==> config.mk <==
export PLATFORM = sky130hd
export DESIGN_NAME = cia_timer_register_block_unit
export DESIGN_NICKNAME = d
export VERILOG_FILES = /design/src/sv/cia_pkg.sv /design/src/sv/cia_timer.sv /design/src/sv/cia_timer_register_block_unit.sv
export SDC_FILE = /design/constraint.sdc
export NUM_CORES = 1
export LEC_CHECK = 0
export ABC_AREA = 1
export BUFFER_PORTS_ARGS = -buffer_cell sky130_fd_sc_hd__buf_2
export CAP_MARGIN = 5
export CORE_UTILIZATION = 62
export CTS_CLUSTER_SIZE = 16
export DETAILED_ROUTE_END_ITERATION = 12
export PLACE_DENSITY = 0.88
export SLEW_MARGIN = 0
export SYNTH_ARGS = -nofsm -noshare
export SYNTH_HDL_FRONTEND = slang
export SYNTH_SLANG_ARGS = --single-unit
export TNS_END_PERCENT = 100
==> constraint.sdc <==
create_clock -name clk_i -period 5.3 [get_ports clk_i]
set_input_delay 0.795 -clock clk_i [delete_from_list [all_inputs] [get_ports clk_i]]
set_output_delay 0.795 -clock clk_i [all_outputs]
set_load 0.01 [all_outputs]
==> src/sv/cia_pkg.sv <==
`timescale 1ns / 1ps
`default_nettype none
// ----------------------------------------------------------------------------
// CIA register block package
// Types, register offsets and codes shared by the CIA register block modules.
// ----------------------------------------------------------------------------
package cia_pkg;

  // Kind of a transfer on the input channel.
  typedef enum logic [1:0] {
    KIND_READ  = 2'd0,
    KIND_WRITE = 2'd1,
    KIND_TICK  = 2'd2,
    KIND_NONE  = 2'd3
  } cia_kind_e;

  // Configuration register indexes.
  localparam logic CFG_BASE_ADDRESS = 1'b0;
  localparam logic CFG_IRQ_ENABLE   = 1'b1;

  localparam logic [15:0] BASE_ADDRESS_RESET = 16'hDC00;

  // Register offsets within the sixteen-byte window.
  localparam logic [3:0] OFF_PRA  = 4'd0;
  localparam logic [3:0] OFF_PRB  = 4'd1;
  localparam logic [3:0] OFF_DDRA = 4'd2;
  localparam logic [3:0] OFF_DDRB = 4'd3;
  localparam logic [3:0] OFF_TALO = 4'd4;
  localparam logic [3:0] OFF_TAHI = 4'd5;
  localparam logic [3:0] OFF_TBLO = 4'd6;
  localparam logic [3:0] OFF_TBHI = 4'd7;
  localparam logic [3:0] OFF_TOD0 = 4'd8;
  localparam logic [3:0] OFF_TOD1 = 4'd9;
  localparam logic [3:0] OFF_TOD2 = 4'd10;
  localparam logic [3:0] OFF_TOD3 = 4'd11;
  localparam logic [3:0] OFF_SDR  = 4'd12;
  localparam logic [3:0] OFF_ICR  = 4'd13;
  localparam logic [3:0] OFF_CRA  = 4'd14;
  localparam logic [3:0] OFF_CRB  = 4'd15;

  // Timer B count sources that actually count.
  localparam logic [1:0] SRC_B_CYCLES = 2'd0;
  localparam logic [1:0] SRC_B_TA     = 2'd2;

  // Interrupt flag bits kept when the interrupt register is read.
  localparam logic [7:0] ICR_READ_KEEP = 8'h18;

  typedef struct packed {
    logic [1:0]  kind;
    logic [15:0] address;
    logic [7:0]  write_data;
    logic [7:0]  elapsed_cycles;
  } cia_in_t;

  typedef struct packed {
    logic [7:0] read_data;
    logic       irq_pulse;
    logic [7:0] port_b_value;
  } cia_out_t;

  // Status of one timer step.
  typedef struct packed {
    logic        under;
    logic [15:0] count;
  } cia_tmr_res_t;

endpackage
`default_nettype wire

==> src/sv/cia_timer.sv <==
`timescale 1ns / 1ps
`default_nettype none
// ----------------------------------------------------------------------------
// CIA down-timer step
// Subtracts a decrement from a 16-bit count, detects underflow and picks the
// next count (difference, or latch value when the timer reloads).
// ----------------------------------------------------------------------------
module cia_timer (
  input  logic                  en_i,
  input  logic [15:0]           count_i,
  input  logic [15:0]           reload_i,
  input  logic                  one_shot_i,
  input  logic [7:0]            dec_i,
  output cia_pkg::cia_tmr_res_t res_o
);
  import cia_pkg::*;

  logic [16:0] diff;
  logic        under;

  // Signed difference: underflow when it is zero or negative.
  assign diff  = {1'b0, count_i} - {9'b0, dec_i};
  assign under = en_i && (diff[16] || (diff == 17'd0));

  always_comb begin
    res_o.under = under;
    if (!en_i) begin
      res_o.count = count_i;
    end else if (under && !one_shot_i) begin
      res_o.count = reload_i;
    end else begin
      res_o.count = diff[15:0];
    end
  end

endmodule
`default_nettype wire

==> src/sv/cia_timer_register_block_unit.sv <==
`timescale 1ns / 1ps
`default_nettype none
// ----------------------------------------------------------------------------
// CIA timer and register block
// Sixteen-register CIA-style peripheral with ports, two down-timers, TOD
// bytes, serial byte and interrupt flags, driven by read, write and tick
// transfers.
// ----------------------------------------------------------------------------
// Channel   Direction  Handshake               Payload
// in        input      in_valid_i/in_ready_o   in_data_i  (cia_in_t)
// out       output     out_valid_o/out_ready_i out_data_o (cia_out_t)
// cfg       input      cfg_we_i                cfg_idx_i, cfg_data_i
//
// Each transfer is registered, then executed against the register state into
// the result register: one result per transfer, one transfer per cycle
// sustained while results are taken.
// Reset clears all register state; base address returns to 0xDC00 and the
// interrupt enable to one.
// A stalled result holds the execute stage; the input register then fills
// and in_ready_o drops until the result is taken.
// ----------------------------------------------------------------------------
module cia_timer_register_block_unit (
  input  logic              clk_i,
  input  logic              rst_ni,
  input  logic              cfg_we_i,
  input  logic              cfg_idx_i,
  input  logic [15:0]       cfg_data_i,
  input  logic              in_valid_i,
  output logic              in_ready_o,
  input  cia_pkg::cia_in_t  in_data_i,
  output logic              out_valid_o,
  input  logic              out_ready_i,
  output cia_pkg::cia_out_t out_data_o
);
  import cia_pkg::*;

  // Configuration.
  logic [15:0] base_q;
  logic        irq_en_q;

  // Pipeline.
  logic     s1_valid_q;
  cia_in_t  s1_q;
  logic     out_valid_q;
  cia_out_t out_q, out_d;
  logic     advance;

  // Register state.
  logic [7:0]  pra_q, pra_d, prb_q, prb_d, ddra_q, ddra_d, ddrb_q, ddrb_d;
  logic [15:0] cnta_q, cnta_d, cntb_q, cntb_d, rlda_q, rlda_d, rldb_q, rldb_d;
  logic [7:0]  cra_q, cra_d, crb_q, crb_d;
  logic        runa_q, runa_d, runb_q, runb_d, srca_q, srca_d;
  logic [1:0]  srcb_q, srcb_d;
  logic [7:0]  flags_q, flags_d;
  logic [7:0]  tod_q [4];
  logic [7:0]  tod_d [4];
  logic [7:0]  sdr_q, sdr_d;

  // Address decode.
  logic [16:0] rel;
  logic        mapped;
  logic [3:0]  off;

  // Timers.
  logic         ta_en, tb_en;
  logic [7:0]   tb_dec;
  cia_tmr_res_t ta_res, tb_res;

  assign advance     = s1_valid_q && (!out_valid_q || out_ready_i);
  assign in_ready_o  = !s1_valid_q || advance;
  assign out_valid_o = out_valid_q;
  assign out_data_o  = out_q;

  // Configuration writes.
  always_ff @(posedge clk_i or negedge rst_ni) begin
    if (!rst_ni) begin
      base_q   <= BASE_ADDRESS_RESET;
      irq_en_q <= 1'b1;
    end else if (cfg_we_i) begin
      if (cfg_idx_i == CFG_BASE_ADDRESS) begin
        base_q <= cfg_data_i;
      end
      if (cfg_idx_i == CFG_IRQ_ENABLE) begin
        irq_en_q <= cfg_data_i[0];
      end
    end
  end

  // Input register.
  always_ff @(posedge clk_i or negedge rst_ni) begin
    if (!rst_ni) begin
      s1_valid_q <= 1'b0;
    end else if (in_ready_o) begin
      s1_valid_q <= in_valid_i;
    end
  end

  always_ff @(posedge clk_i) begin
    if (in_ready_o && in_valid_i) begin
      s1_q <= in_data_i;
    end
  end

  // Address window check without wrap-around.
  assign rel    = {1'b0, s1_q.address} - {1'b0, base_q};
  assign mapped = !rel[16] && (rel[15:4] == 12'd0);
  assign off    = rel[3:0];

  // Timer steps: A first, B may count A underflows of this tick.
  assign ta_en  = (s1_q.kind == KIND_TICK) && runa_q && !srca_q;
  assign tb_en  = (s1_q.kind == KIND_TICK) && runb_q &&
                  ((srcb_q == SRC_B_CYCLES) || (srcb_q == SRC_B_TA));
  assign tb_dec = (srcb_q == SRC_B_TA) ? {7'd0, ta_res.under} : s1_q.elapsed_cycles;

  cia_timer u_timer_a (
    .en_i       (ta_en),
    .count_i    (cnta_q),
    .reload_i   (rlda_q),
    .one_shot_i (cra_q[3]),
    .dec_i      (s1_q.elapsed_cycles),
    .res_o      (ta_res)
  );

  cia_timer u_timer_b (
    .en_i       (tb_en),
    .count_i    (cntb_q),
    .reload_i   (rldb_q),
    .one_shot_i (crb_q[3]),
    .dec_i      (tb_dec),
    .res_o      (tb_res)
  );

  // Execute one transfer against the register state.
  always_comb begin
    pra_d   = pra_q;
    prb_d   = prb_q;
    ddra_d  = ddra_q;
    ddrb_d  = ddrb_q;
    cnta_d  = cnta_q;
    cntb_d  = cntb_q;
    rlda_d  = rlda_q;
    rldb_d  = rldb_q;
    cra_d   = cra_q;
    crb_d   = crb_q;
    runa_d  = runa_q;
    runb_d  = runb_q;
    srca_d  = srca_q;
    srcb_d  = srcb_q;
    flags_d = flags_q;
    tod_d   = tod_q;
    sdr_d   = sdr_q;
    out_d.read_data = 8'd0;
    out_d.irq_pulse = 1'b0;

    case (s1_q.kind)
      KIND_READ: begin
        if (mapped) begin
          case (off)
            OFF_PRA:  out_d.read_data = pra_q;
            OFF_PRB:  out_d.read_data = prb_q;
            OFF_DDRA: out_d.read_data = ddra_q;
            OFF_DDRB: out_d.read_data = ddrb_q;
            OFF_TALO: out_d.read_data = cnta_q[7:0];
            OFF_TAHI: out_d.read_data = cnta_q[15:8];
            OFF_TBLO: out_d.read_data = cntb_q[7:0];
            OFF_TBHI: out_d.read_data = cntb_q[15:8];
            OFF_TOD0: out_d.read_data = tod_q[0] & 8'h0F;
            OFF_TOD1: out_d.read_data = tod_q[1] & 8'h7F;
            OFF_TOD2: out_d.read_data = tod_q[2] & 8'h7F;
            OFF_TOD3: out_d.read_data = tod_q[3];
            OFF_SDR:  out_d.read_data = sdr_q;
            OFF_ICR: begin
              out_d.read_data = flags_q;
              flags_d         = flags_q & ICR_READ_KEEP;
            end
            OFF_CRA:  out_d.read_data = cra_q;
            default:  out_d.read_data = crb_q;
          endcase
        end
      end
      KIND_WRITE: begin
        if (mapped) begin
          case (off)
            OFF_PRA:  pra_d  = s1_q.write_data;
            OFF_PRB:  prb_d  = s1_q.write_data;
            OFF_DDRA: ddra_d = s1_q.write_data;
            OFF_DDRB: ddrb_d = s1_q.write_data;
            OFF_TALO: rlda_d = {rlda_q[15:8], s1_q.write_data};
            OFF_TAHI: begin
              rlda_d = {s1_q.write_data, rlda_q[7:0]};
              if (!runa_q) begin
                cnta_d = {s1_q.write_data, rlda_q[7:0]};
              end
            end
            OFF_TBLO: rldb_d = {rldb_q[15:8], s1_q.write_data};
            OFF_TBHI: begin
              rldb_d = {s1_q.write_data, rldb_q[7:0]};
              if (!runb_q) begin
                cntb_d = {s1_q.write_data, rldb_q[7:0]};
              end
            end
            OFF_TOD0, OFF_TOD1, OFF_TOD2, OFF_TOD3: tod_d[off[1:0]] = s1_q.write_data;
            OFF_SDR:  sdr_d = s1_q.write_data;
            OFF_ICR: begin
              flags_d = (flags_q | {(s1_q.write_data[2:0] != 3'd0), 7'd0}) &
                        ~s1_q.write_data;
            end
            OFF_CRA: begin
              runa_d = s1_q.write_data[0];
              if (s1_q.write_data[4]) begin
                cnta_d = rlda_q;
              end
              srca_d = s1_q.write_data[5];
              cra_d  = s1_q.write_data;
            end
            default: begin
              runb_d = s1_q.write_data[0];
              if (s1_q.write_data[4]) begin
                cntb_d = rldb_q;
              end
              srcb_d = s1_q.write_data[6:5];
              crb_d  = s1_q.write_data;
            end
          endcase
        end
      end
      KIND_TICK: begin
        cnta_d = ta_res.count;
        cntb_d = tb_res.count;
        if (ta_res.under) begin
          prb_d[6]   = cra_q[2] ? ~prb_q[6] : 1'b1;
          flags_d[0] = 1'b1;
          if (cra_q[3]) begin
            cra_d[0] = 1'b0;
            runa_d   = 1'b0;
          end
        end
        if (tb_res.under) begin
          prb_d[7]   = crb_q[2] ? ~prb_q[7] : 1'b1;
          flags_d[1] = 1'b1;
          if (crb_q[3]) begin
            crb_d[0] = 1'b0;
            runb_d   = 1'b0;
          end
        end
        out_d.irq_pulse = (ta_res.under || tb_res.under) && irq_en_q;
      end
      default: begin
      end
    endcase
    out_d.port_b_value = prb_d;
  end

  // State update on execute.
  always_ff @(posedge clk_i or negedge rst_ni) begin
    if (!rst_ni) begin
      pra_q   <= 8'd0;
      prb_q   <= 8'd0;
      ddra_q  <= 8'd0;
      ddrb_q  <= 8'd0;
      cnta_q  <= 16'd0;
      cntb_q  <= 16'd0;
      rlda_q  <= 16'd0;
      rldb_q  <= 16'd0;
      cra_q   <= 8'd0;
      crb_q   <= 8'd0;
      runa_q  <= 1'b0;
      runb_q  <= 1'b0;
      srca_q  <= 1'b0;
      srcb_q  <= 2'd0;
      flags_q <= 8'd0;
      tod_q   <= '{default: 8'd0};
      sdr_q   <= 8'd0;
    end else if (advance) begin
      pra_q   <= pra_d;
      prb_q   <= prb_d;
      ddra_q  <= ddra_d;
      ddrb_q  <= ddrb_d;
      cnta_q  <= cnta_d;
      cntb_q  <= cntb_d;
      rlda_q  <= rlda_d;
      rldb_q  <= rldb_d;
      cra_q   <= cra_d;
      crb_q   <= crb_d;
      runa_q  <= runa_d;
      runb_q  <= runb_d;
      srca_q  <= srca_d;
      srcb_q  <= srcb_d;
      flags_q <= flags_d;
      tod_q   <= tod_d;
      sdr_q   <= sdr_d;
    end
  end

  // Result register.
  always_ff @(posedge clk_i or negedge rst_ni) begin
    if (!rst_ni) begin
      out_valid_q <= 1'b0;
    end else if (advance) begin
      out_valid_q <= 1'b1;
    end else if (out_ready_i) begin
      out_valid_q <= 1'b0;
    end
  end

  always_ff @(posedge clk_i) begin
    if (advance) begin
      out_q <= out_d;
    end
  end

  // A full input register behind a stalled result blocks new transfers.
  assert property (@(posedge clk_i) disable iff (!rst_ni)
    (s1_valid_q && out_valid_q && !out_ready_i) |-> !in_ready_o)
    else $error("input accepted while both stages are held");

  // Reading the interrupt register clears every flag but bits 3 and 4.
  assert property (@(posedge clk_i) disable iff (!rst_ni)
    (advance && (s1_q.kind == KIND_READ) && mapped && (off == OFF_ICR))
    |=> ((flags_q & ~ICR_READ_KEEP) == 8'd0))
    else $error("interrupt flags not cleared by read");

  // A one-shot timer A stops on underflow.
  assert property (@(posedge clk_i) disable iff (!rst_ni)
    (advance && ta_res.under && cra_q[3]) |=> (!runa_q && !cra_q[0]))
    else $error("one-shot timer A still running after underflow");

  // Anything but a read returns zero read data.
  assert property (@(posedge clk_i) disable iff (!rst_ni)
    (advance && (s1_q.kind != KIND_READ)) |=> (out_data_o.read_data == 8'd0))
    else $error("read data not zero on a non-read transfer");

endmodule
`default_nettype wire

Yosys cells after proc, flatten, opt, wreduce, memory -nomap -nowiden --
Index checks and enable logic that the tools add are counted.
Word-level totals: flip-flop bits (word level) 235, input port bits 56, output and inout bits 19, logic and storage cells 207
Cells by class: add/sub/neg operators 3, magnitude comparators 2, equality and inequality tests 35, muxes and demuxes 55, bitwise gates (word level) 13, reductions and logical operators 61
Operators with widths (number):
- case mux 16 bit (2 select lines) | 6
- 2-to-1 mux 16 bit | 10
- case mux 8 bit (15 select lines) | 1
- 2-to-1 mux 8 bit | 8
- zero test 17 bit | 2
- subtractor 16 x 8 -> 17 bit | 2
- bitwise mux 32 bit | 1
- == test 4 bit, second input constant | 7
- AND reduction 4 bit | 7
- AND reduction 7 bit | 4
- AND reduction 5 bit | 5
- 2-to-1 mux 1 bit | 20
- AND reduction 6 bit | 3
- subtractor 16 x 16 -> 17 bit | 1
- demux 8 bit (select 2 bit) | 1
- == test 4 x 3 -> 1 bit, second input constant | 4
- OR reduction 15 bit | 1
- inequality test 2 x 1 -> 1 bit, second input constant | 7
- OR reduction 14 bit | 1
- logical AND 1 bit | 13
- zero test 12 bit | 1
- inequality test 2 bit, second input constant | 6
- case mux 6 bit (2 select lines) | 1
- inequality test 3 bit, second input constant | 3
- other kinds (25) | 54

Depth between registers and ports, before layout --
Gate-level depths: netlist of run 1.
depth after elaboration 13, mapped depth 38, mapped depth without buffers 36

Cells and area by module --
Synthesis of run 1 repeated with hierarchy kept, for this count alone.
Second synthesis, totals: cells, all modules 1895, area total of the unflattened synthesis 13967.1 sq um
Modules (own cells, without submodules):
- cia_timer_register_block_unit | instances 1, cells an instance 1327, area an instance 11172.0 sq um, seq. area each 5868.1 sq um
- cia_timer | instances 2, cells an instance 284, area an instance 1397.6 sq um, seq. area each 0.0 sq um

Least setup slack after synthesis of run 1 --
OpenSTA, ideal clock, no wires.
path kind reg-to-reg, start point reg s1_q[0] (netlist bit), end point reg cntb_q[7], setup time 0.117 ns, arrival 4.339 ns, data required time 5.183 ns, path slack 0.845 ns, stages on the path, launching flop included 33, path buffers 2, period minus slack after synthesis 4.455 ns, cells stage by stage edfxtp_1 ha_1 fa_1 inv_1 nand3_1 nand2_1 nand2_1 nand2_1 nor2_1 xor2_1 nor2_1 nand3_1 nand2_1 buf_2 nand2_1 o21ai_0 ha_1 inv_1 fa_1 or2_2 nor2_1 nand3_1 nor2_1 nand3_1 nor2_1 nand3_1 nand2_1 nand3_1 clkbuf_1 nand3_1 nand2_1 nand2_1 nand2_1
Between the ends: longest elaborated chain between the ends 13
RTL lines:
- start, declared | line cia_timer_register_block_unit.sv:43 | cia_in_t s1_q;
- start signal, assigned | line cia_timer_register_block_unit.sv:100 | s1_q <= in_data_i;
- subtractor 16 x 8 -> 17 bit | line cia_timer.sv:22 | assign diff = {1'b0, count_i} - {9'b0, dec_i};
- zero test 17 bit | line cia_timer.sv:23 | assign under = en_i && (diff[16] || (diff == 17'd0));
- logical OR 1 bit | line cia_timer.sv:23
- logical AND 1 bit | line cia_timer.sv:23
- 2-to-1 mux 8 bit * | line cia_timer_register_block_unit.sv:113 | assign tb_dec = (srcb_q == SRC_B_TA) ? {7'd0, ta_res.under} : s1_q.elapsed_cycles;
- subtractor 16 x 8 -> 17 bit * | line cia_timer.sv:22
- zero test 17 bit | line cia_timer.sv:23
- logical OR 1 bit | line cia_timer.sv:23
- logical AND 1 bit | line cia_timer.sv:23
- logical AND 1 bit | line cia_timer.sv:29 | end else if (under && !one_shot_i) begin
- 2-to-1 mux 16 bit * | line cia_timer.sv:29
- 2-to-1 mux 16 bit * | line cia_timer.sv:27 | if (!en_i) begin
- case mux 16 bit (2 select lines) * | line cia_timer_register_block_unit.sv:155 | case (s1_q.kind)
- end signal, assigned | line cia_timer_register_block_unit.sv:280 | cntb_q <= cntb_d;
- end, declared | line cia_timer_register_block_unit.sv:50 | logic [15:0] cnta_q, cnta_d, cntb_q, cntb_d, rlda_q, rlda_d, rldb_q, rldb_d;
Mark *: on every way between the ends. The rest lies on a longest branch, timed or not. The select of a mux whose other input is x is not followed. A chain may end at the register's enable or synchronous reset.

==> results.md, run 1 <==
* Worst path bufs/invs at 3
* Worst-Margin Slew at 1.02 ns
* M2 GR Usage at 0.585
* Synth Area in XOR/XNOR at 0.00577
* Overflow after GRT at 0
* Row cnt at 53
* Vias per cell at 5.74
* CP arrival at 5.32 ns
* Setup CP Type: reg2reg
* CTS Hold Bufs at 0
* Slew Viols, Final at 0
* Pwr Total at 5.78 mW
* DRT Pass-1 Iters at 6
* Syn avg cell area at 7.12 um^2
* TritonCTS clock tree: done
* #FFs+latches synth at 224
* Antenna violations before repair at 0
* Clk Tree Root Cell: clkbuf_16
* Clock sinks at 224
* Io pins at 75
* Final TNS setup at 0 ns
* Crit Path Max Fanout at 10
* Total CTS buffers at 25
* Reg2reg setup slack at 0.40 ns
* DRC Markers at 0
* Fin. Hold Viols at 0
* Fraction of the mapped netlist area in adder cells at 0.0365
* Peak supply drop at 0.305 mV
* Die area at 22600 um^2
* Mux contribution to synthesized area at 0
* FILL cells at 1677
* PortBufs at 74
* Post-CTS Setup Bufs at 0
* Tightest Hold Check Type: in2async
* Final HPWL DP at 29.6 mm
* Critical Path Start Type: flip-flop
* Synth Instances at 1917
* Final period util at 0.925
* Final Skew at 0.0178 ns
* First-pass GRT wire length at 64.0 mm
* Htree depth at 1
* CP peak stage delay at 0.47 ns
* CP dominant cell by count: nand2_1
* Drt first-iter violations at 1572
* Initial Util at 0.641
* Sequential share of the synthesized area at 0.430
* DR vias at 13.1k
* Post-layout nets at 2078
* Layout cells sized above 1 at 0.0884
* Family with the most delay on the worst path: simple AND/OR/NAND/NOR gates
* Unrepaired setup endpoints after global routing: false
* Met1 GRT Util at 0.484
* Setup violators final at 0
* Post-synthesis compound-gate area fraction at 0.110
* CP endpoint kind: flip-flop
* Number of synthesized flops with an enable pin at 51
* Async SR Flop Fraction at 0.772
* Post-Route WL at 41.0 mm
* # resized after CTS at 0
* Clock slew at reported path FFs at 0.06 ns
* Main synth FF type: dfrtp_1
* Minimum clock period at 4.90 ns
* Yosys top cell area share at 0.306
* Largest area contributor in the netlist: dfrtp_1
* Clock buffer depth at 3
* Post-synthesis net count at 2011
* Clock Latency Late Sink at 0.55 ns
* Area growth syn-to-layout at 10.8%
* Die X at 150 um
* Slew HR at 0.318
* Synth top area cells: dfrtp_1 31%, nand2_1 15%, edfxtp_1 11%
* Diode count at 0
* Synth cell count leaders: 561 x nand2_1, 388 x inv_1, 167 x dfrtp_1, 150 x nor2_1, 109 x nand3_1
* CORE AREA at 21300 um^2
* Die height at 150 um
* Status: finished, final reports clean
* Leak at 7.97 nW
* Drt wl/cell at 18.0 um
* YS warnings at 0
* Yosys cell types at 47
* Gr busiest metal: met2
* Synth Cell Area at 13700 um^2
* Cell at the slowest stage of the critical path: fa_2
* Top-count cell post-synth: nand2_1
* Req. time, crit path at 5.71 ns
* Met3 GRT Util at 0.101
* Largest net degree at the start of global routing at 83
* Maximum clock rate at 0.204 GHz
* Combinational family with the most area after synthesis: simple AND/OR/NAND/NOR gates
* Vias in the first global route at 12.3k
* Total GRT Usage at 0.372
* Antenna Nets Post-Route at 0
* Synth Area in Simple Gates at 0.289
* PwrDens at 382 nW/um^2
* Max-cap violation count at 0
* Placer Congestion at 0.992
worst reg2reg max path, delay by kind of cell (launching register included):
kind                       cells  cell delay, ns
adders and majority gates      4            1.29
and+or+nand+nor               25            2.48
DFF                            1            0.40
buffers and inverters          3            0.43
AOI/OAI and AO/OA              1            0.18
layer usage:
metal	vias up	wire length, um
met5	-	54
met4	2	1870
met3	148	4480
met2	714	18200
met1	6053	16400
li1	6165	-
state kept, by name (all words and copies together) (netlist names), 7 cells and up:
register and flops:
out_data_o 17, s1_q 34, rlda_q 16, crb_q 7
ddrb_q 8, flags_q 8, cra_q 7, pra_q 8
base_q 16, cntb_q 16, cnta_q 16, ddra_q 8
tod_q 26, prb_q 8, rldb_q 16, sdr_q 8
through the flow:
step	hold WS [ns]	util	instance area (um^2)	setup slack [ns]	instances
finish	0.288	0.711	15100	0.398	2278
global route	0.363	0.711	15100	0.00382	2278
CTS	0.333	0.710	15100	0.141	2278
detailed placement	0.474	0.668	14200	0.147	2232
global placement	0.453	0.668	14200	0.397	2232
floorplan	0.442	-	13700	0.845	1917
cells in the final DEF (no fill, tap or decap), drive strengths merged, types with 2 or more instances in the layout:
cell type / n
nor2: 154
o211ai: 5
nor4: 5
nor3: 21
dfrtp: 167
and2: 4
ha: 35
edfxtp: 51
a31oi: 5
inv: 395
clkinv: 12
nand4: 40
dfstp: 6
o2111ai: 2
o31ai: 8
clkbuf: 30
o21ai: 131
nand2: 575
xor2: 8
nand3: 114
nand3b: 11
fa: 3
bufinv: 4
a21oi: 85
o21a: 3
a211oi: 5
o22ai: 25
o221ai: 3
buf: 91
area by class of cell:
type / instances / area (um^2) / share of cell area
clock buffers: 30 / 687 / 0.0454
clock inverters: 16 / 203 / 0.0134
inverters: 396 / 1490 / 0.0982
multi-input cells: 1246 / 6040 / 0.399
flip-flops and latches: 224 / 5870 / 0.388
well taps: 275 / 344 / 0.0227
repair buffers: 91 / 504 / 0.0333
power by group:
group	total, mW	internal (mW)	leakage [nW]	switching (mW)
Sequential	2.10	1.94	2.36	0.162
Clock	1.88	1.13	0.438	0.751
Combinational	1.80	0.556	5.18	1.25
Total	5.78	3.62	7.97	2.16
path summary, 6_finish.rpt:
path,startpoint,endpoint,depth (start not counted)
setup reg to reg,s1_q[0]$_DFFE_PP_,out_data_o[7]$_DFFE_PP_,33
min in group clk_i,in_data_i[23],s1_q[23]$_DFFE_PP_,1
setup / recovery,s1_q[0]$_DFFE_PP_,out_data_o[7]$_DFFE_PP_,33
max in group asynchronous,rst_ni,flags_q[0]$_DFFE_PN0P_,2
hold reg to reg,rlda_q[2]$_DFFE_PN0P_,rlda_q[2]$_DFFE_PN0P_,2
hold / removal,rst_ni,base_q[2]$_DFFE_PN0P_,1
logic make-up (layout without fill, tap and decap cells):
kind of cell             after synthesis  in the layout
adder cells (fa/ha/maj)               38             38
flip-flops                           224            224
buffers and inverters                447            533
XOR/XNOR                               9              9
AND/OR/NAND/NOR                      925            925
AO/OA/AOI/OAI                        274            274
(Power assumes the default switching activity.)
==> inputs of run 2 (changes only) <==
--- a/config.mk
+++ b/config.mk
@@ -5,15 +5,15 @@
 export SDC_FILE = /design/constraint.sdc
 export NUM_CORES = 1
 export LEC_CHECK = 0
-export ABC_AREA = 1
 export BUFFER_PORTS_ARGS = -buffer_cell sky130_fd_sc_hd__buf_2
 export CAP_MARGIN = 5
-export CORE_UTILIZATION = 62
+export CORE_UTILIZATION = 63
 export CTS_CLUSTER_SIZE = 16
 export DETAILED_ROUTE_END_ITERATION = 12
-export PLACE_DENSITY = 0.88
+export PLACE_DENSITY = 0.89
 export SLEW_MARGIN = 0
 export SYNTH_ARGS = -nofsm -noshare
 export SYNTH_HDL_FRONTEND = slang
+export SYNTH_HIERARCHICAL = 1
 export SYNTH_SLANG_ARGS = --single-unit
 export TNS_END_PERCENT = 100
==> results.md, run 2 <==
* Status: finished, violations left
* Failing checks: setup timing
* Max-cap violation count at 0
* Main synth FF type: dfrtp_1
* Post-layout nets at 1646
* Die height at 153 um
* Commonest non-fill, non-tap cells in the layout: 167 x dfrtp_1, 140 x nand2_1, 111 x mux2_2, 94 x nor2_1, 73 x buf_2
* Gr busiest metal: met2
* Antenna Nets Post-Route at 0
* Yosys top cell area share at 0.290
* Synth cell count leaders: 167 x dfrtp_1, 141 x nand2_1, 112 x mux2_2, 97 x nor2_1, 70 x clkbuf_1
* Setup CP Type: reg2reg
* DRT Pass-1 Iters at 6
* Row cnt at 54
* Sequential share of the synthesized area at 0.407
* CP arrival at 5.76 ns
* Commonest non-fill, non-tap cell in the layout: dfrtp_1
* Worst hold slack at 0.286 ns
* Peak supply drop at 0.295 mV
* Minimum clock period at 5.46 ns
* Die area at 23500 um^2
* Largest net degree at the start of global routing at 89
* Slew HR at 0.258
* PortBufs at 74
* Post-Route WL at 45.3 mm
* CP peak stage delay at 0.37 ns
* Top-count cell post-synth: dfrtp_1
* Drt first-iter violations at 1961
* Placer Congestion at 1.00
* #FFs+latches synth at 224
* PnR worst setup slack at -0.158 ns
* Area growth syn-to-layout at 13.5%
* Crit Path Max Fanout at 5
* Clk Tree Root Cell: clkbuf_16
* Async SR Flop Fraction at 0.772
* Clock slew at reported path FFs at 0.06 ns
* Post-synthesis net count at 1577
* Reg2reg setup slack at -0.16 ns
* Io pins at 75
* Total CTS buffers at 26
* CP endpoint kind: flip-flop
* Clock buffer depth at 3
* Pwr Total at 5.62 mW
* Setup violators final at 6
* Overflow after GRT at 0
* Syn avg cell area at 9.71 um^2
* Slew Viols, Final at 0
* Yosys cell types at 91
* DRC Markers at 0
* Depth of the most critical reg-to-reg path at 25
* Synth top area cells: dfrtp_1 29%, edfxtp_1 11%, mux2_2 8.8%
* Clock sinks at 224
* Dpl cell area at 15300 um^2
* Final Skew at 0.0284 ns
* Req. time, crit path at 5.61 ns
* YS warnings at 6
* CORE AREA at 22100 um^2
* Htree depth at 1
* R2R Path End: out_data_o[7]$_DFFE_PP_
* Layout cells sized above 1 at 0.253
* Synth Instances at 1483
* Cell at the slowest stage of the critical path: dfrtp_1
* DR vias at 13.2k
* Fin area at 16400 um^2
* Final HPWL DP at 30.9 mm
* FILL cells at 1540
* Critical Path Start Type: flip-flop
* Maximum clock rate at 0.183 GHz
* Largest area contributor in the netlist: dfrtp_1
* Tightest Hold Check Type: in2async
* Drt wl/cell at 24.5 um
* First-pass GRT wire length at 71.0 mm
* Synth Cell Area at 14400 um^2
* Die X at 153 um
* M2 GR Usage at 0.600
* Number of synthesized flops with an enable pin at 51
* Initial Util at 0.652
* Reg-to-Reg Start: cnta_q[0]$_DFFE_PN0P_
* Total GRT Usage at 0.387
* Worst slack, placed at -0.191 ns
* Max reg flops at 34
* Vias in the first global route at 12.7k
* Worst-Margin Slew at 1.11 ns
* PwrDens at 344 nW/um^2
* TritonCTS clock tree: done
* Diode count at 0
* Largest Register: s1_q
* Final period util at 1.03
* Clock Latency Late Sink at 0.57 ns
* Leak at 7.13 nW
* Antenna violations before repair at 1
* Fin. Hold Viols at 0
* Vias per cell at 7.12
* Unrepaired setup endpoints after global routing: true
* Met3 GRT Util at 0.0794
* Met1 GRT Util at 0.517
[run 2: layout make-up]
class                           count  area (um^2)  area share
Sequential cell                   224         5870       0.359
Timing Repair Buffer              143          922      0.0564
Clock inverter                     16          195      0.0119
Tap cell                          280          350      0.0214
Multi-Input combinational cell   1086         8030       0.491
Clock buffer                       32          724      0.0443
Inverter                           71          267      0.0163
[run 2: timing repair]
item | CTS | global route
gates resized for setup | 12 | 12
setup endpoints to repair | 10 | 19
pin swaps | 6 | 6
setup buffers | 3 | 3
hold buffers | 0 | 0
[run 2: worst max path at each step]
stage	depth (start not counted)	from	slack (ns)	to
after floorplan	29	cnta_q[0]$_DFFE_PN0P_	-0.36	out_data_o[7]$_DFFE_PP_
after global routing	24	cnta_q[0]$_DFFE_PN0P_	-0.33	out_data_o[7]$_DFFE_PP_
after CTS	24	s1_q[0]$_DFFE_PP_	0.007	cntb_q[9]$_DFFE_PN0P_
final	25	cnta_q[0]$_DFFE_PN0P_	-0.16	out_data_o[7]$_DFFE_PP_
after detailed placement	24	s1_q[0]$_DFFE_PP_	-0.19	cntb_q[8]$_DFFE_PN0P_
after global placement	24	s1_q[0]$_DFFE_PP_	0.05	cntb_q[8]$_DFFE_PN0P_
[run 2: cells by family (layout without fill, tap and decap cells)]
group | Yosys count | in the layout | synth area share
buf+inv | 173 | 262 | 0.0499
flops | 224 | 224 | 0.407
simple gates | 490 | 490 | 0.178
fa+ha+maj | 38 | 38 | 0.0346
mux | 165 | 165 | 0.125
compound gates | 376 | 376 | 0.195
xor+xnor | 17 | 17 | 0.0103
[run 2: metal layers]
layer / routed length (um) / part of all wire
met5: 12 / 0.00026
met4: 2600 / 0.057
met3: 5180 / 0.11
met2: 20100 / 0.44
met1: 17500 / 0.39
[run 2: stage by stage]
step,setup TNS (ns),util,cells
after floorplan,-0.556,-,1483
after global placement,0,0.691,1798
after detailed placement,-0.734,0.691,1798
after CTS,0,0.737,1849
after global routing,-4.14,0.740,1852
final,-0.387,0.740,1852
[run 2: where the power goes]
group          leakage, nW  internal, mW  switching (mW)
combinational         3.97         0.659            1.10
sequential            2.71          1.86           0.102
clock                0.459          1.13           0.768
[run 2: critical path: cells and delay by family, from the launching register on]
kind            cells  cell delay (ns)
compound gates     11             2.43
mux                 1             0.29
simple gates        8             1.01
flops               1             0.37
buf+inv             1             0.05
fa+ha+maj           4             1.05
